**src/hdl/rtv_pkg.sv**
```systemverilog
package rtv_pkg;

    localparam int MAX_REGIONS_DEF = 64;

    localparam logic [2:0] ST_VALID    = 3'd0;
    localparam logic [2:0] ST_TOO_MANY = 3'd1;
    localparam logic [2:0] ST_NULL_ID  = 3'd2;
    localparam logic [2:0] ST_BAD_SPAN = 3'd3;
    localparam logic [2:0] ST_OVERLAP  = 3'd4;

    localparam logic [15:0] NO_INDEX = 16'hFFFF;

    localparam logic [0:0] REG_BUFFER_BYTES = 1'd0;
    localparam logic [0:0] REG_NULL_ID      = 1'd1;

    typedef struct packed {
        logic        active;
        logic [15:0] id;
        logic [31:0] offset;
        logic [31:0] length;
    } region_t;

    typedef struct packed {
        logic [2:0]  status;
        logic [15:0] failing_index;
        logic [15:0] table_entries;
        logic [6:0]  active_seen;
        logic [6:0]  inactive_seen;
        logic [31:0] bytes_in_use;
    } result_t;

endpackage

```
**src/hdl/rtv_check.sv**
```systemverilog
module rtv_check
    import rtv_pkg::*;
#(
    parameter int MAX_REGIONS = MAX_REGIONS_DEF,
    parameter int AW = (MAX_REGIONS > 1) ? $clog2(MAX_REGIONS) : 1,
    parameter int CW = $clog2(MAX_REGIONS + 1)
) (
    input  logic          aclk,
    input  logic          aresetn,
    input  logic          start,
    input  logic [CW-1:0] count,
    input  logic          overflow,
    input  logic [15:0]   entries,
    input  logic [31:0]   buffer_bytes,
    input  logic [15:0]   null_id,
    output logic [AW-1:0] rd_addr_a,
    input  region_t       rd_data_a,
    output logic [AW-1:0] rd_addr_b,
    input  region_t       rd_data_b,
    output logic          busy,
    output logic          done,
    output result_t       result
);

    localparam logic [1:0] S_IDLE  = 2'd0;
    localparam logic [1:0] S_OUTER = 2'd1;
    localparam logic [1:0] S_INNER = 2'd2;
    localparam logic [1:0] S_WAIT  = 2'd3;

    logic [1:0]    state_reg, state_next;
    logic [CW-1:0] i_reg, i_next, j_reg, j_next;
    logic          jv_reg, jv_next;
    logic [CW-1:0] jd_reg, jd_next;
    logic [CW-1:0] n_reg, n_next;
    logic [6:0]    act_reg, act_next, inact_reg, inact_next;
    logic [31:0]   bytes_reg, bytes_next;
    logic          done_next;
    result_t       result_next;
    logic [32:0]   end_i, end_j;
    logic          meet;

    assign rd_addr_a = i_next[AW-1:0];
    assign rd_addr_b = j_next[AW-1:0];
    assign busy      = (state_reg != S_IDLE);

    assign end_i = {1'b0, rd_data_a.offset} + {1'b0, rd_data_a.length};
    assign end_j = {1'b0, rd_data_b.offset} + {1'b0, rd_data_b.length};
    assign meet  = ({1'b0, rd_data_a.offset} < end_j) && ({1'b0, rd_data_b.offset} < end_i);

    always_comb begin
        state_next  = state_reg;
        i_next      = i_reg;
        j_next      = j_reg;
        jv_next     = 1'b0;
        jd_next     = j_reg;
        n_next      = n_reg;
        act_next    = act_reg;
        inact_next  = inact_reg;
        bytes_next  = bytes_reg;
        done_next   = 1'b0;
        result_next = result;
        case (state_reg)
            S_IDLE: begin
                if (start) begin
                    act_next   = '0;
                    inact_next = '0;
                    bytes_next = '0;
                    i_next     = '0;
                    n_next     = count;
                    if (overflow || count == '0) begin
                        done_next   = 1'b1;
                        result_next = '{overflow ? ST_TOO_MANY : ST_VALID, NO_INDEX,
                                        entries, 7'd0, 7'd0, 32'd0};
                    end else begin
                        state_next = S_WAIT;
                    end
                end
            end
            S_WAIT: begin
                // entry i is being read
                state_next = S_OUTER;
            end
            S_OUTER: begin
                if (!rd_data_a.active) begin
                    inact_next = inact_reg + 7'd1;
                    i_next     = i_reg + 1'b1;
                    if (i_next == n_reg) begin
                        done_next   = 1'b1;
                        state_next  = S_IDLE;
                        result_next = '{ST_VALID, NO_INDEX, entries, act_reg, inact_next,
                                        bytes_reg};
                    end else begin
                        state_next = S_WAIT;
                    end
                end else if (rd_data_a.id == null_id) begin
                    done_next   = 1'b1;
                    state_next  = S_IDLE;
                    result_next = '{ST_NULL_ID, 16'(i_reg), entries, act_reg, inact_reg,
                                    bytes_reg};
                end else if (rd_data_a.length == '0 || end_i > {1'b0, buffer_bytes}) begin
                    done_next   = 1'b1;
                    state_next  = S_IDLE;
                    result_next = '{ST_BAD_SPAN, 16'(i_reg), entries, act_reg, inact_reg,
                                    bytes_reg};
                end else begin
                    j_next     = i_reg + 1'b1;
                    jv_next    = (j_next != n_reg);
                    jd_next    = j_next;
                    state_next = S_INNER;
                end
            end
            default: begin
                // S_INNER: rd_data_b holds entry jd_reg when jv_reg
                if (jv_reg && rd_data_b.active && meet) begin
                    done_next   = 1'b1;
                    state_next  = S_IDLE;
                    result_next = '{ST_OVERLAP, 16'(jd_reg), entries, act_reg, inact_reg,
                                    bytes_reg};
                end else if (!jv_reg) begin
                    act_next   = act_reg + 7'd1;
                    bytes_next = bytes_reg + rd_data_a.length;
                    i_next     = i_reg + 1'b1;
                    if (i_next == n_reg) begin
                        done_next   = 1'b1;
                        state_next  = S_IDLE;
                        result_next = '{ST_VALID, NO_INDEX, entries, act_next, inact_reg,
                                        bytes_next};
                    end else begin
                        state_next = S_WAIT;
                    end
                end else begin
                    j_next  = j_reg + 1'b1;
                    jv_next = (j_next != n_reg);
                    jd_next = j_next;
                end
            end
        endcase
    end

    // rd_data_a keeps entry i during the inner sweep since i_next holds
    always_ff @(posedge aclk) begin
        if (!aresetn) begin
            state_reg <= S_IDLE;
            done      <= 1'b0;
        end else begin
            state_reg <= state_next;
            done      <= done_next;
        end
        i_reg     <= i_next;
        j_reg     <= j_next;
        jv_reg    <= jv_next;
        jd_reg    <= jd_next;
        n_reg     <= n_next;
        act_reg   <= act_next;
        inact_reg <= inact_next;
        bytes_reg <= bytes_next;
        result    <= result_next;
    end

endmodule
```
**config.mk**
```make
export PLATFORM = sky130hd
export DESIGN_NAME = rtv_check
export DESIGN_NICKNAME = d
export VERILOG_FILES = /design/src/hdl/rtv_pkg.sv /design/src/hdl/rtv_check.sv
export SDC_FILE = /design/constraint.sdc
export NUM_CORES = 1
export LEC_CHECK = 0
export ABC_AREA = 1
export BUFFER_PORTS_ARGS = -buffer_cell sky130_fd_sc_hd__buf_2
export CORE_MARGIN = 10
export CORE_UTILIZATION = 49
export DETAILED_ROUTE_END_ITERATION = 10
export PLACE_DENSITY = 0.81
export SYNTH_ARGS = -nofsm -noshare
export SYNTH_HDL_FRONTEND = slang
export SYNTH_SLANG_ARGS = --single-unit
```
**constraint.sdc**
```tcl
create_clock -name aclk -period 10.9 [get_ports aclk]
set_input_delay 1.635 -clock aclk [delete_from_list [all_inputs] [get_ports aclk]]
set_output_delay 1.635 -clock aclk [all_outputs]
set_load 0.01 [all_outputs]
```
==> impl_metrics.yaml, run 1 <==
power_and_ir_drop:
  p_total_mw: 3.85
  vdd_ir_drop_max_v: 0.000152
  cellLeakagePower_nw: 7.99
  power.density_nw_per_um2: 234
worst_setup_path:
  cp_slowest_stage_delay_ns: 0.68
  critPathKind: "in2out"
  worst-endpoint-required_ns: 9.27
  startpoint: "rd_data_b[2]"
  critical_path_buffers_and_inverters: 3
  critical_path_fanouts_max: 11
  critical-path-top-cell-by-count: "sky130_fd_sc_hd__nor2_1"
  cp-start-kind: "primary input"
  reg_to_reg_endpoint: "result[45]"
  worst_path_max_delay_cell: "sky130_fd_sc_hd__nor4b_1"
  crit_arrival_ns: 6.99
  critical_path.endpoint: "rd_addr_b[2]"
  worst-r2r-setup-slack_ns: 7.17
  end_kind: "output pin"
  reg2reg_depth: 11
  critical_path_depth: 26
  cpLargestDelayFamily: "simple AND/OR/NAND/NOR gates"
  worstReg2RegStart: "i_reg[0]"
yosys:
  postSynthRegisterBits: 144
  synth.mux.area_fraction_pct: 0
  synth_compound_area_share_pct: 14.9
  synth.net_count: 2217
  synth-main-ff-cell: "sky130_fd_sc_hd__edfxtp_1"
  synth_top_family_by_area: "simple AND/OR/NAND/NOR gates"
  synth_largest_type_area_fraction_pct: 27.6
  post_synth_inst_count: 1779
  synth.lib_cells_used.distinct: 56
  post_synth_most_frequent_cells: "sky130_fd_sc_hd__nand2_1 (349), sky130_fd_sc_hd__inv_1 (213), sky130_fd_sc_hd__ha_1 (198), sky130_fd_sc_hd__nor2_1 (177), sky130_fd_sc_hd__a21oi_1 (146)"
  largest_cells_by_area_after_synthesis: "sky130_fd_sc_hd__edfxtp_1 (28%), sky130_fd_sc_hd__ha_1 (18%), sky130_fd_sc_hd__nand2_1 (9.4%)"
  yosys.cell_count.top_type: "sky130_fd_sc_hd__nand2_1"
  yosys.area_share.adder_pct: 18.2
  post_synth.cell_area_avg_sq_um: 7.82
  synth.cell_area_sq_um: 13900
  synth_edf_count: 128
  ys.warnings.count: 0
  ys_seq_area_share_pct: 29.9
  yosys.area_share.simple_pct: 21.3
  ys_async_sr_fraction_pct: 0
  post-synth-top-area-cell: "sky130_fd_sc_hd__edfxtp_1"
  post_synth_xor_area_fraction_pct: 7.94
floorplan:
  row_count: 61
  floorplan.initialDensity_pct: 49.9
  pin_count: 332
  die_h_microns: 188
  coreArea_sq_um: 27900
  die_outline_area_sq_um: 35500
  dieWidth_microns: 188
route:
  number_of_nets_with_antenna_violations_after_detailed_routing: 0
  drt_wl_total_mm: 44.9
  routed-via-count: 13700
  detail_route.first_pass.iterations: 5
  initialDrtViolationCount: 968
  vias_per_cell: 5.54
  drc: 0
  drt-wirelength-per-cell_microns: 18.2
min_path:
  worst_hold_path_type: "reg2reg"
finish:
  area.growth.synth_to_final_pct: 18.2
  final_layout_size_suffix_gt1_share_pct: 19.0
  finalNetCount: 2513
  sequential_cell_area_sq_um: 4160
  count_of_filler_cells_inserted_in_the_layout: 2554
  largest_register_ff_count: 73
  multi_input_gate_area_in_the_final_layout_sq_um: 8690
timing:
  tightest_slew_ns: 1.21
  timing_hold_violations_final: 0
  setup_viol: 0
  totalNegativeSetupSlack_ns: 0
  timing.slew.headroom_pct: 18.9
  clock-skew-final_ns: 0.0110
  timing.hold.ws_ns: 0.573
  max_freq_ghz: 0.116
  ratio_of_final_minimum_period_to_clock_period_pct: 79.1
  final.min_clock_period_ns: 8.63
  timing.final.max_slew_violations: 0
  grt_setup_unrepaired: "no"
clock_tree:
  htreeDepth: 4
  post_cts.repair.setup_buffers: 0
  cts_num_sinks: 144
  cts_clk_pin_slew_worst_paths_ns: 0.06
  clock_latency_ns: 0.42
  ctsLongestPathBuffers: 2
  cts_tree: "yes"
  cts_hold_buffers: 0
  quantity_of_gates_resized_following_cts: 0
  cts_inserted_buffers: 17
  clk_root_buffer_cell: "sky130_fd_sc_hd__clkbuf_16"
global_routing:
  wire_length_of_the_first_global_routing_pass_mm: 69.9
  pin_count_of_the_biggest_net_entering_global_routing: 74
  gr-usage-all-layers_pct: 24.1
  grt_pass1_vias: 13600
  antenna_found_initial: 9
  grt.overflow.total: 0
job:
  max_cap_check_violation_count: 0
placed_design:
  gp_routability_congestion: 0.989
  port_buffers: 315
  post-dp-hpwl_mm: 37.2
run_status:
  status: "finished, final reports clean"
## stage by stage
stage | util, % | instances | worst slack, ns | area (sq um)
detailed placement | 56.5 | 2434 | 2.37 | 15700
CTS | 58.9 | 2465 | 2.35 | 16400
finish | 59.0 | 2475 | 2.27 | 16400
global placement | 56.5 | 2434 | 2.48 | 15700
floorplan | - | 1779 | 0.417 | 13900
global route | 59.0 | 2474 | 1.80 | 16400
## placed cells by master (no fill, tap or decap), types with 17 or more instances in the layout
cell                        count
sky130_fd_sc_hd__clkbuf_16     17
sky130_fd_sc_hd__nor2_1       177
sky130_fd_sc_hd__nor3_1        21
sky130_fd_sc_hd__edfxtp_1     128
sky130_fd_sc_hd__buf_2        315
sky130_fd_sc_hd__a21oi_1      146
sky130_fd_sc_hd__xor2_1        63
sky130_fd_sc_hd__nand3_1       66
sky130_fd_sc_hd__xnor2_1       63
sky130_fd_sc_hd__nand4_1       38
sky130_fd_sc_hd__ha_1         197
sky130_fd_sc_hd__o21ai_0       94
sky130_fd_sc_hd__inv_1        213
sky130_fd_sc_hd__nand2_1      349
## where the power goes
part	switching, mW	internal, mW	leakage [nW]	total [mW]
logic	1.32	0.697	6.29	2.01
registers	0.148	1.03	1.38	1.17
clock network	0.230	0.430	0.321	0.660
## worst min-delay path by stage
stage                  startpoint          to  slack [ns]  cells after the start
floorplan                i_reg[5]    i_reg[5]        0.52                      2
global placement    bytes_reg[26]  result[26]        0.55                      2
detailed placement  bytes_reg[25]  result[25]        0.56                      2
CTS                 bytes_reg[25]  result[25]        0.57                      2
global route        bytes_reg[25]  result[25]        0.61                      2
finish              bytes_reg[26]  result[26]        0.57                      2
## cell families (layout without fill, tap and decap cells)
family / count (synthesis) / after routing
xor gates and xnor gates: 126 / 126
and+or+nand+nor: 696 / 696
buffers and inverters: 258 / 566
adders and majority gates: 201 / 201
other: 0 / 10
AOI/OAI and AO/OA: 354 / 354
DFF: 144 / 144
## per-layer routing
metal | vias to the layer above | GRT usage (%) | part of all wire, %
met5 | - | 0 | 0
met4 | 0 | 9.31 | 2.7
met3 | 67 | 3.77 | 7.1
met2 | 573 | 40.9 | 48
met1 | 6346 | 30.1 | 42
li1 | 6720 | - | -
## final cells by class
cell class	count	share of cell area [%]
Timing Repair Buffer	320	9.82
Clock buffer	18	2.61
Clock inverter	13	1.44
Inverter	215	4.91
Sequential cell	144	25.3
Tap cell	378	2.88
Antenna cell	10	0.152
Multi-Input combinational cell	1377	52.9
## tightest hold or removal path, delay by kind of cell, from the launching register on
family	cells	cell delay, ns
AND/OR/NAND/NOR	1	0.06
flip-flops	1	0.35
AO/OA/AOI/OAI	1	0.06
(Power assumes the default switching activity.)
==> inputs of run 2 (changes only) <==
--- a/config.mk
+++ b/config.mk
@@ -5,7 +5,7 @@
 export SDC_FILE = /design/constraint.sdc
 export NUM_CORES = 1
 export LEC_CHECK = 0
-export ABC_AREA = 1
+export ABC_AREA = 0
 export BUFFER_PORTS_ARGS = -buffer_cell sky130_fd_sc_hd__buf_2
 export CORE_MARGIN = 10
 export CORE_UTILIZATION = 49
==> constraint.sdc (replaced) <==
create_clock -name aclk -period 6.98 [get_ports aclk]
set_input_delay 1.047 -clock aclk [delete_from_list [all_inputs] [get_ports aclk]]
set_output_delay 1.047 -clock aclk [all_outputs]
set_load 0.01 [all_outputs]
==> run 2 against run 1 <==
Compared with the run above:
- sequential share of layout area shrank 1.9 points
- critical path depth shrank 3
- die area is 1.1% higher
- via count rose by 0.10%
- combinational power grew 77%
- utilization grew 4.2 points
- synthesized cell count decreased by 12%
- flip-flop and latch count unchanged
- total power rose by 62%
- cell count decreased by 4.7%
- clock-buffer cell count unchanged
- design area rose by 8.0%
==> impl_metrics.yaml, run 2 <==
run_status:
  status: "finished, final reports clean"
floorplan:
  floorplan.initialDensity_pct: 50.1
  row_count: 61
  die_h_microns: 189
  coreArea_sq_um: 28100
  die_outline_area_sq_um: 35900
  pin_count: 332
  dieWidth_microns: 189
route:
  top_signal_layer_used: "met4"
  number_of_nets_with_antenna_violations_after_detailed_routing: 0
  detail_route.first_pass.iterations: 5
  vias_per_cell: 5.82
  drt_wl_total_mm: 45.4
  initialDrtViolationCount: 1002
  wl_met2_mm: 21.2
  route.met3.wl_mm: 3.30
  met1_length_mm: 19.3
  drt-wirelength-per-cell_microns: 19.3
  drc: 0
  routed-via-count: 13700
power_and_ir_drop:
  switching_share_pct: 42.8
  seq_power_share_pct: 28.7
  total_switching_power_mw: 2.68
  share_clk_of_total_power_pct: 14.3
  cellLeakagePower_nw: 8.18
  p_total_mw: 6.25
  intPower_mw: 3.57
  power.density_nw_per_um2: 352
  vdd_ir_drop_max_v: 0.000244
  pwr-share-comb_pct: 57.0
timing:
  tightest_slew_ns: 0.973
  timing.hold.ws_ns: 0.577
  totalNegativeSetupSlack_ns: 0
  timing.final.max_slew_violations: 0
  setup_viol: 0
  max_freq_ghz: 0.146
  ratio_of_final_minimum_period_to_clock_period_pct: 98.0
  clock-skew-final_ns: 0.0138
  timing.slew.headroom_pct: 34.6
  final.min_clock_period_ns: 6.84
  timing_hold_violations_final: 0
clock_tree:
  htreeDepth: 4
  ctsLongestPathBuffers: 2
  cts_tree: "yes"
  clk_root_buffer_cell: "sky130_fd_sc_hd__clkbuf_16"
  cts_num_sinks: 144
  cts_hold_buffers: 0
  clock_latency_ns: 0.44
  cts_clk_pin_slew_worst_paths_ns: 0.06
  cts_inserted_buffers: 17
worst_setup_path:
  critPathKind: "in2out"
  cp-start-kind: "primary input"
  worst-endpoint-required_ns: 5.93
  end_kind: "output pin"
  crit_arrival_ns: 5.80
  critical_path_fanouts_max: 4
finish:
  finish.instance_area_sq_um: 17700
  final_layout_size_suffix_gt1_share_pct: 27.6
  layout_common_cells: "sky130_fd_sc_hd__buf_2 (312), sky130_fd_sc_hd__ha_1 (192), sky130_fd_sc_hd__edfxtp_1 (128)"
  count_of_filler_cells_inserted_in_the_layout: 2386
  layout_commonest_cell: "sky130_fd_sc_hd__buf_2"
  sequential_cell_area_sq_um: 4160
  area.growth.synth_to_final_pct: 26.1
  finalNetCount: 2396
  largest_register_ff_count: 73
  multi_input_gate_area_in_the_final_layout_sq_um: 9620
job:
  max_cap_check_violation_count: 0
yosys:
  synth-main-ff-cell: "sky130_fd_sc_hd__edfxtp_1"
  post_synth_most_frequent_cells: "sky130_fd_sc_hd__ha_1 (198), sky130_fd_sc_hd__edfxtp_1 (128), sky130_fd_sc_hd__a21oi_1 (121), sky130_fd_sc_hd__inv_1 (115), sky130_fd_sc_hd__nand2_1 (112)"
  synth_largest_type_area_fraction_pct: 27.3
  post-synth-top-area-cell: "sky130_fd_sc_hd__edfxtp_1"
  synth.lib_cells_used.distinct: 79
  post_synth_inst_count: 1566
  yosys.cell_count.top_type: "sky130_fd_sc_hd__ha_1"
  ys.warnings.count: 0
  postSynthRegisterBits: 144
  synth.cell_area_sq_um: 14100
  ys_async_sr_fraction_pct: 0
  largest_cells_by_area_after_synthesis: "sky130_fd_sc_hd__edfxtp_1 (27%), sky130_fd_sc_hd__ha_1 (18%), sky130_fd_sc_hd__xnor2_1 (4.5%)"
  post_synth.cell_area_avg_sq_um: 8.99
  synth.net_count: 2004
  synth_edf_count: 128
  ys_seq_area_share_pct: 29.6
placed_design:
  gp_routability_congestion: 0.943
  placedInstanceArea_sq_um: 16600
  post-dp-hpwl_mm: 37.2
  port_buffers: 315
global_routing:
  wire_length_of_the_first_global_routing_pass_mm: 69.8
  grt_pass1_vias: 13700
  grt.overflow.total: 0
  pin_count_of_the_biggest_net_entering_global_routing: 40
  gr-usage-all-layers_pct: 24.0
  antenna_found_initial: 9
min_path:
  worst_hold_path_type: "reg2reg"
==> run 2: cell types whose count changed in the layout (fill, tap and decap cells not counted), moves of 26 or more <==
| cell | before | now |
|---|---|---|
| sky130_fd_sc_hd__a21oi_1 | 146 | 108 |
| sky130_fd_sc_hd__nand2_1 | 349 | 110 |
| sky130_fd_sc_hd__o21ai_0 | 94 | 68 |
| sky130_fd_sc_hd__a21o_1 | 10 | 62 |
| sky130_fd_sc_hd__nand3_1 | 66 | 37 |
| sky130_fd_sc_hd__nor2_1 | 177 | 97 |
| sky130_fd_sc_hd__a22o_1 | 3 | 31 |
| sky130_fd_sc_hd__buf_4 | 5 | 108 |
| sky130_fd_sc_hd__inv_1 | 213 | 115 |
| sky130_fd_sc_hd__and2_1 | 0 | 35 |
==> run 2: final timing paths <==
| check | startpoint | to | slack, ns | cells past startpoint |
|---|---|---|---|---|
| max | rd_data_a[32] | rd_addr_b[1] | 0.14 | 23 |
| min | i_reg[4] | i_reg[4] | 0.58 | 2 |
| min reg2reg | i_reg[4] | i_reg[4] | 0.58 | 2 |
| max reg2reg | bytes_reg[6] | result[31] | 3.34 | 10 |
==> run 2: what timing repair did <==
item / CTS / global route
endpoints found under the hold margin: 0 / 0
setup buffers: 2 / 12
endpoints found under the setup margin: 6 / 6
gates resized for setup: 14 / 76
pin swaps: 13 / 51
==> run 2: power by group through the flow <==
stage | clock network, mW | logic (mW) | registers [mW]
final | 0.896 | 3.56 | 1.79
after global routing | 0.940 | 3.93 | 1.84
after CTS | 0.902 | 3.46 | 1.79
after detailed placement | 0 | 3.41 | 1.81
after global placement | 0 | 3.31 | 1.79
after floorplan | 0 | 2.29 | 1.89
==> run 2: logic make-up after synthesis <==
kind of cell	after synthesis	share of synthesized area, %
flops	144	29.6
mux	9	0.649
simple gates	440	15.4
compound gates	481	23.4
xor+xnor	123	7.66
fa+ha+maj	201	18.0
buf+inv	168	5.24
==> run 2: metal layers <==
metal | vias up | global-route usage (%)
li1 | 6653 | -
met1 | 6430 | 30.3
met2 | 545 | 39.4
met3 | 92 | 4.43
met4 | 0 | 10.2
met5 | - | 0
==> run 2: layout make-up <==
class                      instances  area share, %
multi-input combinational       1254           54.2
clock buffer                      18           2.42
tap                              378           2.67
antenna                           10          0.141
inverter                         115           2.43
timing repair buffer             426           13.9
sequential                       144           23.5
clock inverter                    13          0.783
==> run 2: worst max-delay path: stages <==
cell and delay, ns:
sky130_fd_sc_hd__buf_8 0.10, sky130_fd_sc_hd__ha_4 0.15, sky130_fd_sc_hd__fa_2 0.37, sky130_fd_sc_hd__a211oi_2 0.23
sky130_fd_sc_hd__o311a_1 0.27, sky130_fd_sc_hd__o32ai_4 0.11, sky130_fd_sc_hd__o31ai_4 0.25, sky130_fd_sc_hd__a31o_1 0.23
sky130_fd_sc_hd__nand2_2 0.08, sky130_fd_sc_hd__o21ai_2 0.16, sky130_fd_sc_hd__nor2b_4 0.19, sky130_fd_sc_hd__xor2_2 0.22
sky130_fd_sc_hd__ha_4 0.25, sky130_fd_sc_hd__a2111oi_4 0.30, sky130_fd_sc_hd__o21ai_2 0.10, sky130_fd_sc_hd__a211o_1 0.36
sky130_fd_sc_hd__a2111oi_4 0.35, sky130_fd_sc_hd__nor2_2 0.10, sky130_fd_sc_hd__a32oi_2 0.25, sky130_fd_sc_hd__buf_4 0.19
sky130_fd_sc_hd__mux2i_1 0.18, sky130_fd_sc_hd__a22oi_1 0.10, sky130_fd_sc_hd__buf_2 0.19
==> run 2: per-stage QoR <==
stage	util (%)	setup WS, ns	std cells
floorplan	-	0.00252	1566
global placement	59.1	-0.224	2304
detailed placement	59.1	-0.285	2304
CTS	61.5	-0.00261	2337
global route	63.2	-0.0551	2357
finish	63.2	0.138	2358
